==> src/design/t1brc_pkg.sv <==
`timescale 1ns / 1ps

package t1brc_pkg;

  // Configuration register indexes
  localparam int unsigned CfgIdxW = 2;
  localparam logic [CfgIdxW-1:0] RegSentNad   = 2'd0;
  localparam logic [CfgIdxW-1:0] RegIfsdLimit = 2'd1;
  localparam logic [CfgIdxW-1:0] RegEdcMode   = 2'd2;

  localparam logic [7:0] IfsdLimitRst = 8'd32;

  // EDC kinds
  localparam logic EdcLrc = 1'b0;
  localparam logic EdcCrc = 1'b1;

  // CRC-16 CCITT, MSB first
  localparam logic [15:0] CrcPoly = 16'h1021;
  localparam logic [15:0] CrcInit = 16'hFFFF;

  // Block rule masks
  localparam logic [7:0] NadRsvMask  = 8'h88;
  localparam logic [7:0] NadBcast    = 8'hFF;
  localparam logic [7:0] PcbSBit     = 8'h80;
  localparam logic [7:0] PcbRBit     = 8'h40;
  localparam logic [7:0] PcbSRsvMask = 8'h1F;
  localparam logic [7:0] PcbRRsvMask = 8'h1C;
  localparam logic [7:0] PcbIRsvMask = 8'h2C;
  localparam logic [7:0] LenRsv      = 8'hFF;

  typedef enum logic [2:0] {
    StOk     = 3'd0,
    StBadEdc = 3'd1,
    StBadNad = 3'd2,
    StBadPcb = 3'd3,
    StBadLen = 3'd4,
    StLink   = 3'd5
  } status_e;

  typedef struct packed {
    logic [7:0] sent_nad;
    logic [7:0] ifsd_limit;
    logic       edc_mode;
  } cfg_t;

  // Classified request passed from front to back
  typedef struct packed {
    logic       link;
    logic [7:0] data;
  } item_t;

  function automatic logic [15:0] crc_update(input logic [15:0] crc, input logic [7:0] b);
    logic [15:0] c;
    c = crc ^ {b, 8'h00};
    for (int i = 0; i < 8; i++) begin
      c = c[15] ? ({c[14:0], 1'b0} ^ CrcPoly) : {c[14:0], 1'b0};
    end
    return c;
  endfunction

  function automatic status_e block_rules(input logic [7:0] nad, input logic [7:0] pcb,
                                          input logic [7:0] len, input logic [7:0] limit);
    status_e st;
    st = StOk;
    if (nad == 8'h00) begin
      st = StOk;
    end else if (nad == NadBcast || (nad & NadRsvMask) != 8'h00 || nad[7:4] == nad[3:0]) begin
      st = StBadNad;
    end else if ((pcb & PcbSBit) != 8'h00) begin
      if ((pcb & PcbSRsvMask) != 8'h00) st = StBadPcb;
    end else if ((pcb & PcbRBit) != 8'h00) begin
      if ((pcb & PcbRRsvMask) != 8'h00) st = StBadPcb;
    end else begin
      if ((pcb & PcbIRsvMask) != 8'h00) st = StBadPcb;
      else if (len != 8'h00) st = StBadLen;
    end
    if (st == StOk && nad != 8'h00) begin
      if (len == LenRsv || len > limit) st = StBadLen;
    end
    return st;
  endfunction

endpackage

==> src/design/t1brc_out_if.sv <==
`timescale 1ns / 1ps

interface t1brc_out_if;
  logic       valid;
  logic       ready;
  logic [7:0] byte_out;
  logic [8:0] byte_index;
  logic       block_done;
  logic [2:0] status;

  modport source (output valid, output byte_out, output byte_index, output block_done,
                  output status, input ready);
  modport sink (input valid, input byte_out, input byte_index, input block_done,
                input status, output ready);
endinterface

==> src/design/t1brc_back.sv <==
`timescale 1ns / 1ps

module t1brc_back (
  input  logic             clk_i,
  input  logic             rst_ni,
  input  t1brc_pkg::cfg_t  cfg_i,
  input  logic             pop_valid_i,
  output logic             pop_ready_o,
  input  t1brc_pkg::item_t pop_item_i,
  t1brc_out_if.source      out_if
);
  import t1brc_pkg::*;

  localparam logic [1:0] PhPrologue = 2'd0;
  localparam logic [1:0] PhInfo     = 2'd1;
  localparam logic [1:0] PhEdcFirst = 2'd2;
  localparam logic [1:0] PhCrcLow   = 2'd3;

  logic [1:0]  phase_q, phase_d;
  logic [8:0]  byte_count_q, byte_count_d;
  logic [7:0]  nad_q, nad_d;
  logic [7:0]  pcb_q, pcb_d;
  logic [7:0]  len_q, len_d;
  logic [7:0]  lrc_q, lrc_d;
  logic [15:0] crc_q, crc_d;
  logic [7:0]  crc_hi_q, crc_hi_d;

  logic        out_valid_q, out_valid_d;
  logic [7:0]  byte_out_q;
  logic [8:0]  byte_index_q;
  logic        done_q;
  status_e     status_q;

  logic        take;
  logic        done;
  status_e     st;
  logic        edc_ok;
  logic        edc_final;
  logic [7:0]  b;
  logic [7:0]  swapped;
  logic [9:0]  info_end;

  assign pop_ready_o = !out_valid_q || out_if.ready;
  assign take        = pop_valid_i && pop_ready_o;
  assign b           = pop_item_i.data;
  assign swapped     = {cfg_i.sent_nad[3:0], cfg_i.sent_nad[7:4]};
  assign info_end    = 10'd2 + {2'b00, len_q};

  always_comb begin
    phase_d      = phase_q;
    byte_count_d = byte_count_q + 9'd1;
    nad_d        = nad_q;
    pcb_d        = pcb_q;
    len_d        = len_q;
    lrc_d        = lrc_q;
    crc_d        = crc_q;
    crc_hi_d     = crc_hi_q;
    done         = 1'b0;
    edc_final    = 1'b0;
    edc_ok       = 1'b0;
    st           = StOk;

    if (pop_item_i.link) begin
      done = 1'b1;
      st   = StLink;
    end else begin
      unique case (phase_q)
        PhPrologue: begin
          if (byte_count_q == 9'd0) begin
            nad_d = b;
          end else if (byte_count_q == 9'd1) begin
            pcb_d = b;
          end else begin
            len_d   = b;
            phase_d = (b == 8'h00) ? PhEdcFirst : PhInfo;
          end
          lrc_d = lrc_q ^ b;
          crc_d = crc_update(crc_q, b);
        end
        PhInfo: begin
          lrc_d = lrc_q ^ b;
          crc_d = crc_update(crc_q, b);
          if ({1'b0, byte_count_q} >= info_end) phase_d = PhEdcFirst;
        end
        PhEdcFirst: begin
          if (cfg_i.edc_mode == EdcLrc) begin
            edc_final = 1'b1;
            edc_ok    = (b == lrc_q);
          end else begin
            crc_hi_d = b;
            phase_d  = PhCrcLow;
          end
        end
        PhCrcLow: begin
          edc_final = 1'b1;
          edc_ok    = ({crc_hi_q, b} == crc_q);
        end
        default: begin
          phase_d = PhPrologue;
        end
      endcase

      if (edc_final) begin
        done = 1'b1;
        if (!edc_ok) st = StBadEdc;
        else if (nad_q != swapped) st = StBadNad;
        else st = block_rules(nad_q, pcb_q, len_q, cfg_i.ifsd_limit);
      end
    end

    // end of block or link error: back to the start of a block
    if (done) begin
      phase_d      = PhPrologue;
      byte_count_d = 9'd0;
      nad_d        = 8'h00;
      pcb_d        = 8'h00;
      len_d        = 8'h00;
      lrc_d        = 8'h00;
      crc_d        = CrcInit;
      crc_hi_d     = 8'h00;
    end

    out_valid_d = take || (out_valid_q && !out_if.ready);
  end

  always_ff @(posedge clk_i or negedge rst_ni) begin
    if (!rst_ni) begin
      phase_q      <= PhPrologue;
      byte_count_q <= 9'd0;
      nad_q        <= 8'h00;
      pcb_q        <= 8'h00;
      len_q        <= 8'h00;
      lrc_q        <= 8'h00;
      crc_q        <= CrcInit;
      crc_hi_q     <= 8'h00;
      out_valid_q  <= 1'b0;
    end else begin
      if (take) begin
        phase_q      <= phase_d;
        byte_count_q <= byte_count_d;
        nad_q        <= nad_d;
        pcb_q        <= pcb_d;
        len_q        <= len_d;
        lrc_q        <= lrc_d;
        crc_q        <= crc_d;
        crc_hi_q     <= crc_hi_d;
      end
      out_valid_q <= out_valid_d;
    end
  end

  always_ff @(posedge clk_i) begin
    if (take) begin
      byte_out_q   <= b;
      byte_index_q <= byte_count_q;
      done_q       <= done;
      status_q     <= st;
    end
  end

  assign out_if.valid      = out_valid_q;
  assign out_if.byte_out   = byte_out_q;
  assign out_if.byte_index = byte_index_q;
  assign out_if.block_done = done_q;
  assign out_if.status     = status_q;

`ifndef SYNTHESIS
  a_status_only_when_done: assert property (@(posedge clk_i) disable iff (!rst_ni)
    out_valid_q && !done_q |-> status_q == StOk)
    else $error("status set on a byte that does not end the block");

  a_link_result: assert property (@(posedge clk_i) disable iff (!rst_ni)
    out_valid_q && status_q == StLink |-> done_q && byte_out_q == 8'h00)
    else $error("link error result malformed");

  a_prologue_count: assert property (@(posedge clk_i) disable iff (!rst_ni)
    phase_q == PhPrologue |-> byte_count_q <= 9'd2)
    else $error("prologue phase beyond third byte");

  a_clear_after_done: assert property (@(posedge clk_i) disable iff (!rst_ni)
    take && done |=> byte_count_q == 9'd0 && phase_q == PhPrologue && crc_q == CrcInit)
    else $error("block state not cleared after final byte");
`endif

endmodule

==> src/flat_wrapper.sv <==
// flat-port wrapper written by rule: the top's interface ports become plain ports
module t1brc_back_flat import t1brc_pkg::*;
  (clk_i, rst_ni, cfg_i, pop_valid_i, pop_ready_o, pop_item_i, out_if_valid, out_if_byte_out, out_if_byte_index, out_if_block_done, out_if_status, out_if_ready);
  t1brc_out_if out_if_i ();
  input  logic clk_i;
  input  logic rst_ni;
  input  t1brc_pkg::cfg_t cfg_i;
  input  logic pop_valid_i;
  output logic pop_ready_o;
  input  t1brc_pkg::item_t pop_item_i;
  output wire logic [$bits(out_if_i.valid)-1:0] out_if_valid;
  output wire logic [$bits(out_if_i.byte_out)-1:0] out_if_byte_out;
  output wire logic [$bits(out_if_i.byte_index)-1:0] out_if_byte_index;
  output wire logic [$bits(out_if_i.block_done)-1:0] out_if_block_done;
  output wire logic [$bits(out_if_i.status)-1:0] out_if_status;
  input wire logic [$bits(out_if_i.ready)-1:0] out_if_ready;
  assign out_if_valid = out_if_i.valid;
  assign out_if_byte_out = out_if_i.byte_out;
  assign out_if_byte_index = out_if_i.byte_index;
  assign out_if_block_done = out_if_i.block_done;
  assign out_if_status = out_if_i.status;
  assign out_if_i.ready = out_if_ready;
  t1brc_back u_core (.clk_i(clk_i), .rst_ni(rst_ni), .cfg_i(cfg_i), .pop_valid_i(pop_valid_i), .pop_ready_o(pop_ready_o), .pop_item_i(pop_item_i), .out_if(out_if_i));
endmodule
==> config.mk <==
export PLATFORM = sky130hd
export DESIGN_NAME = t1brc_back_flat
export DESIGN_NICKNAME = d
export VERILOG_FILES = /design/src/design/t1brc_pkg.sv /design/src/design/t1brc_out_if.sv /design/src/design/t1brc_back.sv /design/src/flat_wrapper.sv
export SDC_FILE = /design/constraint.sdc
export NUM_CORES = 1
export LEC_CHECK = 0
export BUFFER_PORTS_ARGS = -buffer_cell sky130_fd_sc_hd__buf_4
export CORE_ASPECT_RATIO = 1.2
export CORE_UTILIZATION = 55
export CTS_CLUSTER_DIAMETER = 30
export DETAILED_ROUTE_END_ITERATION = 10
export GPL_TIMING_DRIVEN = 0
export MAX_ROUTING_LAYER = met4
export PLACE_DENSITY = 0.82
export SYNTH_ARGS = -nofsm -noshare
export SYNTH_HDL_FRONTEND = slang
export SYNTH_SLANG_ARGS = --single-unit
==> constraint.sdc <==
create_clock -name clk_i -period 6.6 [get_ports clk_i]
set_input_delay 0.66 -clock clk_i [delete_from_list [all_inputs] [get_ports clk_i]]
set_output_delay 0.66 -clock clk_i [all_outputs]
set_load 0.05 [all_outputs]
==> results of run 1 <==
[synthesized netlist by cell type (all sizes together) (12+ instances only)]
master | count | area, um2
dfstp | 16 | 420
mux2 | 30 | 368
dfrtp | 52 | 1300
ha | 26 | 325
edfxtp | 21 | 631
inv | 19 | 71.3
a21oi | 21 | 120
nand2 | 40 | 153
o21ai | 42 | 221
xor2 | 31 | 272
xnor2 | 31 | 272
nor2 | 37 | 149
and3 | 12 | 75.1
[worst register-to-register path, stage by stage (launching register included)]
cell and delay, ns:
dfrtp_1 0.36, nand2b_1 0.11, nand2_2 0.25, clkinv_1 0.89, o31ai_2 0.59, mux2_2 0.41
[routing by layer]
metal | part of all wire (%) | up-vias
li1 | - | 1757
met1 | 42 | 1816
met2 | 52 | 92
met3 | 4.0 | 18
met4 | 2.1 | 0
met5 | 0 | -
[placed cells by master, fill, tap and decap left out, types with 9 or more instances in the layout]
master	n
edfxtp_1	21
xor2_1	31
nand3_1	10
o21ai_0	41
clkbuf_8	9
nand2_1	39
mux2_2	22
nor2_1	33
ha_1	26
buf_4	52
xnor2_1	31
clkbuf_1	12
a21oi_1	19
dfstp_2	16
and3_1	12
dfrtp_1	52
inv_1	19
[cell type report]
class,count,area (um2)
Fill cell,682,3030
Multi-Input combinational cell,339,2440
Sequential cell,89,2350
Timing Repair Buffer,52,390
Tap cell,117,146
Clock buffer,11,131
Inverter,20,75.1
Buffer,15,62.6
Clock inverter,5,32.5
[where the power goes]
| part | leakage (nW) | switching [mW] | total (mW) | internal [mW] |
|---|---|---|---|---|
| clock | 0.0770 | 0.191 | 0.327 | 0.136 |
| sequential | 1.05 | 0.189 | 0.949 | 0.760 |
| combinational | 1.33 | 0.450 | 0.855 | 0.405 |
| total | 2.46 | 0.830 | 2.13 | 1.30 |
[worst max-delay path by stage]
stage	startpoint	endpoint	slack, ns	cells after the start
global placement	out_if_ready	u_core.crc_hi_q[0]	3.52	6
finish	out_if_ready	u_core.crc_hi_q[0]	3.77	6
global route	out_if_ready	u_core.crc_hi_q[7]	3.63	6
detailed placement	out_if_ready	u_core.crc_hi_q[3]	3.41	6
floorplan	out_if_ready	u_core.crc_hi_q[0]	3.67	5
CTS	out_if_ready	u_core.crc_hi_q[3]	3.81	6
[logic make-up (layout without fill, tap and decap cells)]
group | Yosys count | count (layout) | synth area share (%)
adder cells (fa/ha/maj) | 26 | 26 | 6.60
XOR/XNOR | 62 | 62 | 11.0
flip-flops | 89 | 89 | 47.7
AO/OA/AOI/OAI | 88 | 88 | 10.9
buffers and inverters | 35 | 103 | 2.79
AND/OR/NAND/NOR | 133 | 133 | 13.5
multiplexers | 30 | 30 | 7.46
[sequential cells by signal (all words and copies together) (netlist names)]
name,count
u_core.crc_q,16
u_core.byte_count_q,9
u_core.out_if.byte_index,9
u_core.crc_hi_q,8
u_core.len_q,8
u_core.lrc_q,8
u_core.nad_q,8
u_core.out_if.byte_out,8
u_core.pcb_q,8
u_core.out_if.status,3
u_core.phase_q,2
u_core.out_if.block_done,1
u_core.out_if.valid,1
==> metrics.yaml, run 1 <==
outcome:
  status: "finished, final reports clean"
drt:
  drc_errors: 0
  dr.pass1.iters: 4
  detail-route-antenna-nets: 0
  via_count: 3683
  wl_per_cell_um: 16.6
  vias_per_cell: 5.68
  routed_wl_um: 10800
  drt_iter0_drc: 233
timing:
  slew_headroom_pct: 29.3
  clock.fmax_mhz: 353
  tns_ns: 0
  worstMarginPinSlew_ns: 1.05
  hold_ws_ns: 0.400
  min_period_ns: 2.83
  slew_viol_final: 0
  fin_ws_ns: 3.77
  fin_skew_ns: 0.0129
  finalHoldViolations: 0
  setup_viol: 0
  rsz0062_at_grt: "no"
  period_share_pct: 43.0
global_route:
  busiest_layer: "met2"
  use_met2_pct: 43.2
  gr-total-overflow: 0
  grt_max_degree: 69
  grtUsageTotal_pct: 25.8
  antenna_found_initial: 0
  use_met1_pct: 30.3
  grt_first_pass_wirelength_um: 17500
  grt.met3_usage_pct: 4.62
  grt_pass1_vias: 3586
die:
  chipHeight_um: 106
  start_util_pct: 56.9
  ios: 53
  die_w_um: 88.4
  fp-row-count: 37
  core_area_um2: 8660
  die-area_um2: 9350
placed_design:
  place_ws_ns: 3.41
  place_area_um2: 5470
  gp_congestion: 0.845
  port_buffers: 52
  post-dp-hpwl_um: 7790
  dp_cells: 632
clock_tree:
  clock_sinks: 89
  clock_latency_ns: 0.37
  h-tree-depth: 3
  clk_transition_reported_paths_ns: 0.09
  cts_root_buffer: "clkbuf_8"
  post_cts_buffers: 0
  clockBufferDepth: 2
  cts_buffers: 9
  ctsResizeCount: 0
  tritoncts: "yes"
  hold_buffers: 0
setup_path:
  slowest_stage: "clkinv_1"
  end_kind: "flip-flop"
  r2r-end: "u_core.crc_hi_q[0]"
  crit_fanout: 29
  r2r_slack_ns: 3.88
  path_buf_inv: 2
  crit_chain: "buf_4 -> nand2b_1 -> nand2_2 -> clkinv_1 -> o31ai_2 -> mux2_2"
  r2r_start: "u_core.out_if.valid"
  reg2regPathDepth: 5
  critPathKind: "primary input to flip-flop"
  crit_family: "buffers and inverters"
  cp_data_arrival_time_ns: 3.09
  cp.required_ns: 6.85
  worst_setup_path_start_kind: "primary input"
  max_stage_delay_ns: 0.89
finish:
  stdcell_area_um2: 5630
  diodes: 0
  nNetsFinal: 582
  finalNonFillerCells: 648
  drive_gt1_share_pct: 24.3
  final_core_util_pct: 65.0
  areaGrowthSynthToFinish_pct: 14.2
synthesis:
  synth_edf_count: 21
  yosysWarnings: 0
  ys_types: 50
  synth_nets: 519
  syn_area_per_cell_um2: 10.6
  synthCells: 463
  ys_seq_area_share_pct: 47.7
  syn-cell-area_um2: 4930
  synth_seq_cells: 89
  synth_top_flop_cell: "dfrtp_1"
  async_reset_ff_share_pct: 76.4
worst_hold_path:
  hp-class: "primary input to asynchronous set/reset pin"
pwr:
  power_mw: 2.13
  leakage_nw: 2.46
  power-per-cell-area_nw_per_um2: 379
  peakVddDrop_mv: 0.196
run:
  drv_cap: 0
Note: power is estimated with default switching activity, not from simulation.
==> run 2, diff against run 1 <==
--- a/config.mk
+++ b/config.mk
@@ -5,6 +5,7 @@
 export SDC_FILE = /design/constraint.sdc
 export NUM_CORES = 1
 export LEC_CHECK = 0
+export ABC_AREA = 1
 export BUFFER_PORTS_ARGS = -buffer_cell sky130_fd_sc_hd__buf_4
 export CORE_ASPECT_RATIO = 1.2
 export CORE_UTILIZATION = 55
==> constraint.sdc (replaced) <==
create_clock -name clk_i -period 2.8 [get_ports clk_i]
set_input_delay 0.28 -clock clk_i [delete_from_list [all_inputs] [get_ports clk_i]]
set_output_delay 0.28 -clock clk_i [all_outputs]
set_load 0.05 [all_outputs]
==> metrics.yaml, run 2 <==
setup_path:
  reg2regPathDepth: 10  # +5
  r2r_slack_ns: 0.39  # -3.49 ns
  cp_data_arrival_time_ns: 2.61  # -0.48 ns
  end_kind: "flip-flop"
  worst_setup_path_start_kind: "flip-flop"
  cp_common_cell: "nand2_4"
  slowest_stage: "dfrtp_1"
  crit_chain: "inv_1 -> ha_1 -> nand2_2 -> nand3_4 -> nand2_4 -> nand2_4 -> a21oi_4 -> inv_2 -> nand2_1 -> o21ai_0"
  crit_fanout: 10  # -66%
  crit_path_end: "u_core.lrc_q[6]"
  r2r-end: "u_core.lrc_q[6]"
  critPathKind: "flip-flop to flip-flop"
  r2r_start: "u_core.phase_q[0]"
  max_stage_delay_ns: 0.42  # -0.47 ns
  startpoint: "u_core.phase_q[0]"
  cp.required_ns: 3.01  # -3.84 ns
synthesis:
  synth-compound-area-share_pct: 9.94  # -0.97 points
  async_reset_ff_share_pct: 76.4  # unchanged
  yosysWarnings: 0  # unchanged
  synth_mux_area_share_pct: 0  # -7.5 points
  synthCells: 689  # +49%
  synth_top_cell_by_area: "dfrtp_1"
  synth.top_cell.area_share_pct: 24.3  # -2.1 points
  yosysMostFrequentCell: "nand2_1"
  synth_nets: 745  # +44%
  yosys.area_share.simple_pct: 24.8  # +11 points
  ys_types: 38  # -24%
  synth_xor_area_share_pct: 5.88  # -5.1 points
  synth_top_family_by_area: "simple AND/OR/NAND/NOR gates"
  netlist_top_cells_area: "dfrtp_1, nand2_1, edfxtp_1"
  synth_top_flop_cell: "dfrtp_1"
  ys_seq_area_share_pct: 43.9  # -3.8 points
  synth_common_cells: "nand2_1, inv_1, nor2_1"
  synth_seq_cells: 89  # unchanged
  synth_fa_ha_area_share_pct: 6.07  # -0.53 points
  syn_area_per_cell_um2: 7.78  # -27%
  synth_edf_count: 21  # unchanged
  syn-cell-area_um2: 5360  # +8.7%
placed_design:
  port_buffers: 52  # unchanged
  dp_cells: 864  # +37%
  gp_congestion: 0.930  # +10%
  post-dp-hpwl_um: 9510  # +22%
  place_area_um2: 5900  # +8.0%
drt:
  vias_per_cell: 5.27  # -7.3%
  drt_iter0_drc: 274  # +18%
  drc_errors: 0  # unchanged
  detail-route-antenna-nets: 0  # unchanged
  routed_wl_um: 12500  # +16%
  dr.pass1.iters: 5  # +1
  wl_per_cell_um: 14.2  # -15%
  via_count: 4634  # +26%
timing:
  fin_skew_ns: 0.00843  # -0.00445 ns
  min_period_ns: 2.41
  slew_viol_final: 0  # unchanged
  setup_viol: 0  # unchanged
  tns_ns: 0  # unchanged
  period_share_pct: 85.9
  worstMarginPinSlew_ns: 0.870  # -0.183 ns
  clock.fmax_mhz: 416
  finalHoldViolations: 0  # unchanged
  slew_headroom_pct: 42.0  # +13 points
  rsz0062_at_grt: "no"
clock_tree:
  post_cts_buffers: 0  # unchanged
  tritoncts: "yes"
  clockBufferDepth: 2  # unchanged
  hold_buffers: 0  # unchanged
  clock_sinks: 89  # unchanged
  ctsResizeCount: 0  # unchanged
  clk_transition_reported_paths_ns: 0.06  # -0.03 ns
  cts_buffers: 9  # unchanged
  h-tree-depth: 3  # unchanged
  cts_root_buffer: "clkbuf_16"
  clock_latency_ns: 0.34  # -0.03 ns
finish:
  regMostFlops: "u_core.crc_q"
  areaGrowthSynthToFinish_pct: 15.8
  multiInputGateArea_um2: 2500  # +2.7%
  stdcell_area_um2: 6210  # +10%
  finalNonFillerCells: 880  # +36%
  fillers: 791  # +16%
  nNetsFinal: 808  # +39%
  final_core_util_pct: 65.3  # +0.22 points
  regArea_um2: 2350  # unchanged
  largest_reg_flops: 16  # unchanged
  layout_commonest_cell: "nand2_1"
  most-common-layout-cells: "nand2_1, inv_1, nor2_1"
  drive_gt1_share_pct: 13.3  # -11 points
  diodes: 0  # unchanged
run:
  drv_cap: 0  # unchanged
die:
  die_w_um: 92.1  # +4.2%
  ios: 53  # unchanged
  die-area_um2: 10100  # +8.5%
  start_util_pct: 56.3  # -0.61 points
  fp-row-count: 39  # +5.4%
  core_area_um2: 9520  # +9.9%
  chipHeight_um: 110  # +4.2%
pwr:
  power_frac_clock_pct: 21.2  # +5.9 points
  p_switching_mw: 2.44  # +190%
  peakVddDrop_mv: 0.503  # +160%
  p_int_mw: 3.49  # +170%
  pwr-share-comb_pct: 41.7  # +1.6 points
  switching_share_pct: 41.1  # +2.2 points
  leakage_nw: 3.13  # +27%
  seq_power_share_pct: 37.2  # -7.4 points
  power-per-cell-area_nw_per_um2: 956  # +150%
outcome:
  status: "finished, final reports clean"
worst_hold_path:
  hp-class: "primary input to asynchronous set/reset pin"
global_route:
  grt_max_degree: 69  # unchanged
  grt_first_pass_wirelength_um: 20500  # +17%
  grtUsageTotal_pct: 26.9  # +1.1 points
  antenna_found_initial: 0  # unchanged
  grt_pass1_vias: 4430  # +24%
  gr-total-overflow: 0  # unchanged
[run 2: cell count changes after synthesis, moves of 8 or more]
cell	before	now
nand3_1	10	23
mux2_2	22	0
mux2_4	8	0
a31oi_1	8	0
xor2_1	31	15
clkbuf_1	10	1
and3_1	12	1
nor4_1	8	0
inv_1	19	120
nor2_1	33	57
xnor2_1	31	21
nand2_1	39	209
o21ai_0	41	53
[run 2: critical path, delay by kind of cell, from the launching register on]
family | cells | cell delay [ns]
AND/OR/NAND/NOR | 5 | 0.81
AO/OA/AOI/OAI | 2 | 0.48
flip-flops | 1 | 0.42
adder cells (fa/ha/maj) | 1 | 0.29
buffers and inverters | 2 | 0.25
[run 2: worst min path at each step]
stage                     slack (ns)                     end  cells after the start   start
after floorplan                -0.02  u_core.byte_count_q[0]                      0  rst_ni
after global placement          0.43         u_core.lrc_q[4]                      1  rst_ni
after detailed placement        0.45         u_core.lrc_q[4]                      1  rst_ni
after CTS                       0.09         u_core.lrc_q[4]                      1  rst_ni
after global routing            0.15         u_core.lrc_q[0]                      1  rst_ni
final                           0.06         u_core.lrc_q[4]                      1  rst_ni
[run 2: power by group through the flow]
stage	clock network [mW]	registers (mW)	logic (mW)
2_1_floorplan	0	2.17	1.84
3_3_place_gp	0	2.20	2.34
3_5_place_dp	0	2.22	2.45
4_1_cts	1.28	2.20	2.47
5_1_grt	1.33	2.26	2.83
6_report	1.26	2.21	2.47
[run 2: per-stage QoR]
step                hold slack [ns]  setup slack (ns)  power (mW)
floorplan                   -0.0156             0.836        4.01
global placement              0.434             0.461        4.54
detailed placement            0.450             0.424        4.67
CTS                          0.0907             0.398        5.94
global route                  0.149             0.229        6.42
finish                       0.0559             0.394        5.94
[run 2: area by class of cell]
type,count,share of cell area [%]
multi-input combinational,471,40.3
timing repair buffer,52,6.29
sequential,89,37.9
clock buffer,12,3.81
clock inverter,4,1.11
buffer,8,0.786
tap,123,2.48
inverter,121,7.31
[run 2: per-layer routing]
metal	routed length, um	track usage, %	vias up	share of wire [%]
met2	6590	48.3	141	53
li1	-	-	2287	-
met5	0	-	-	0
met3	553	4.32	30	4.4
met4	293	10.5	0	2.4
met1	5010	30.3	2176	40
[run 2: cell families (layout without fill, tap and decap cells)]
kind of cell | Yosys count | count (layout)
buf+inv | 129 | 197
simple gates | 320 | 320
fa+ha+maj | 26 | 26
compound gates | 89 | 89
xor+xnor | 36 | 36
flops | 89 | 89
==> run 3, diff against run 2 <==
--- a/config.mk
+++ b/config.mk
@@ -8,6 +8,7 @@
 export ABC_AREA = 1
 export BUFFER_PORTS_ARGS = -buffer_cell sky130_fd_sc_hd__buf_4
 export CORE_ASPECT_RATIO = 1.2
+export CORE_MARGIN = 2
 export CORE_UTILIZATION = 55
 export CTS_CLUSTER_DIAMETER = 30
 export DETAILED_ROUTE_END_ITERATION = 10
==> constraint.sdc (replaced) <==
create_clock -name clk_i -period 2.8 [get_ports clk_i]
set_input_delay 0.28 -clock clk_i [delete_from_list [all_inputs] [get_ports clk_i]]
set_output_delay 0.28 -clock clk_i [all_outputs]
set_load 0.02 [all_outputs]
==> metrics.yaml, run 3 (synthesized netlist as in run 2, its figures left out) <==
outcome:
  status: "finished, final reports clean"
global_route:
  busiest_layer: "met2"
  grt_first_pass_wirelength_um: 20800  # +1.2%
  antenna_found_initial: 0  # unchanged
  use_met2_pct: 44.7  # -3.6 points
  grt_pass1_vias: 4557  # +2.9%
  gr-total-overflow: 0  # unchanged
  grt_max_degree: 69  # unchanged
  grtUsageTotal_pct: 26.1  # -0.79 points
  grt.met3_usage_pct: 4.16  # -0.16 points
  use_met1_pct: 30.2  # -0.11 points
drt:
  wl_per_cell_um: 14.4  # +1.8%
  via_count: 4620  # -0.30%
  drc_errors: 0  # unchanged
  routed_wl_um: 12700  # +1.8%
  detail-route-antenna-nets: 0  # unchanged
  dr.pass1.iters: 5  # unchanged
  vias_per_cell: 5.25  # -0.30%
  drt_iter0_drc: 307  # +12%
clock_tree:
  ctsResizeCount: 0  # unchanged
  cts_buffers: 9  # unchanged
  h-tree-depth: 3  # unchanged
  post_cts_buffers: 0  # unchanged
  clock_sinks: 89  # unchanged
  cts_root_buffer: "clkbuf_16"
  clk_transition_reported_paths_ns: 0.06  # about the same
  hold_buffers: 0  # unchanged
  tritoncts: "yes"
  clockBufferDepth: 2  # unchanged
  clock_latency_ns: 0.35  # about the same
placed_design:
  gp_congestion: 0.932  # +0.31%
  dp_cells: 864  # unchanged
  port_buffers: 52  # unchanged
  place_area_um2: 5900  # unchanged
  post-dp-hpwl_um: 9680  # +1.7%
setup_path:
  cp.required_ns: 3.01  # about the same
  critPathKind: "flip-flop to flip-flop"
  max_stage_delay_ns: 0.41  # about the same
  end_kind: "flip-flop"
  crit_chain: "inv_1 -> ha_1 -> nand2_2 -> nand3_4 -> nand2_4 -> nand2_4 -> a21oi_4 -> inv_2 -> nand2_1 -> o21ai_0"
  startpoint: "u_core.phase_q[0]"
  r2r_slack_ns: 0.36  # -0.03 ns
  worst_setup_path_start_kind: "flip-flop"
  crit_fanout: 10  # unchanged
  cp_num_cells: 10  # unchanged
  path_buf_inv: 2  # unchanged
  cp_data_arrival_time_ns: 2.65  # +0.04 ns
  reg2regPathDepth: 10  # unchanged
  r2r_start: "u_core.phase_q[0]"
  slowest_stage: "dfrtp_1"
  cp_common_cell: "nand2_4"
  crit_path_end: "u_core.lrc_q[6]"
  r2r-end: "u_core.lrc_q[6]"
  crit_family: "simple AND/OR/NAND/NOR gates"
finish:
  regMostFlops: "u_core.crc_q"
  multiInputGateArea_um2: 2500  # unchanged
  largest_reg_flops: 16  # unchanged
  areaGrowthSynthToFinish_pct: 15.7
  fillers: 790  # -0.13%
  finalNonFillerCells: 880  # unchanged
  stdcell_area_um2: 6200  # -0.14%
  layout_commonest_cell: "nand2_1"
  regArea_um2: 2350  # unchanged
  nNetsFinal: 808  # unchanged
  final_core_util_pct: 65.2  # -0.092 points
  drive_gt1_share_pct: 13.7  # +0.40 points
  most-common-layout-cells: "nand2_1, inv_1, nor2_1"
  diodes: 0  # unchanged
pwr:
  peakVddDrop_mv: 0.582  # +16%
  p_switching_mw: 2.44  # about the same
  power-per-cell-area_nw_per_um2: 944  # -1.3%
  power_mw: 5.85  # -1.4%
  pwr-share-comb_pct: 41.6  # about the same
  switching_share_pct: 41.7  # +0.58 points
  leakage_nw: 3.12  # -0.29%
  p_int_mw: 3.41  # -2.4%
  seq_power_share_pct: 37.6  # +0.4 points
  power_frac_clock_pct: 20.7  # -0.5 points
timing:
  setup_viol: 0  # unchanged
  clock.fmax_mhz: 411  # -1.2%
  slew_headroom_pct: 43.2  # +1.2 points
  finalHoldViolations: 0  # unchanged
  slew_viol_final: 0  # unchanged
  fin_skew_ns: 0.00800  # -0.000426 ns
  rsz0062_at_grt: "no"
  period_share_pct: 87.0  # +1.1 points
  worstMarginPinSlew_ns: 0.852  # -0.0181 ns
  tns_ns: 0  # unchanged
  min_period_ns: 2.44  # +0.0302 ns
die:
  die-area_um2: 10600  # +4.0%
  ios: 53  # unchanged
  core_area_um2: 9520  # unchanged
  chipHeight_um: 112  # +1.8%
  fp-row-count: 39  # unchanged
  die_w_um: 94.1  # +2.2%
  start_util_pct: 56.3  # unchanged
run:
  drv_cap: 0  # unchanged
worst_hold_path:
  hp-class: "primary input to asynchronous set/reset pin"
run 3: power groups by stage:
stage	clock network, mW	logic (mW)	registers [mW]
after floorplan	0	1.83	2.13
after global placement	0	2.29	2.19
after detailed placement	0	2.41	2.21
after CTS	1.23	2.44	2.19
after global routing	1.29	2.79	2.26
final	1.21	2.43	2.20
run 3: final cells by class:
cell class / instances / share of cell area (%)
Buffer: 8 / 0.787
Inverter: 121 / 7.32
Multi-Input combinational cell: 471 / 40.4
Tap cell: 123 / 2.48
Sequential cell: 89 / 37.9
Clock inverter: 6 / 1.09
Timing Repair Buffer: 52 / 6.30
Clock buffer: 10 / 3.69
run 3: per-layer routing:
layer / part of all wire, % / vias up
met5: 0 / -
met4: 3.1 / 0
met3: 4.0 / 34
met2: 52 / 129
met1: 41 / 2168
li1: - / 2289
run 3: metrics by stage:
step | hold slack, ns | setup WS, ns
after floorplan | -0.0156 | 0.856
after global placement | 0.429 | 0.460
after detailed placement | 0.443 | 0.394
after CTS | 0.0752 | 0.360
after global routing | 0.128 | 0.174
final | 0.0521 | 0.364
run 3: worst min path at each step:
stage | startpoint | endpoint | slack [ns] | depth (start not counted)
6_report | rst_ni | u_core.lrc_q[5] | 0.05 | 1
5_1_grt | rst_ni | u_core.crc_hi_q[2] | 0.13 | 1
4_1_cts | rst_ni | u_core.lrc_q[5] | 0.08 | 1
3_5_place_dp | rst_ni | u_core.lrc_q[5] | 0.44 | 1
3_3_place_gp | rst_ni | u_core.lrc_q[0] | 0.43 | 1
2_1_floorplan | rst_ni | u_core.byte_count_q[0] | -0.02 | 0
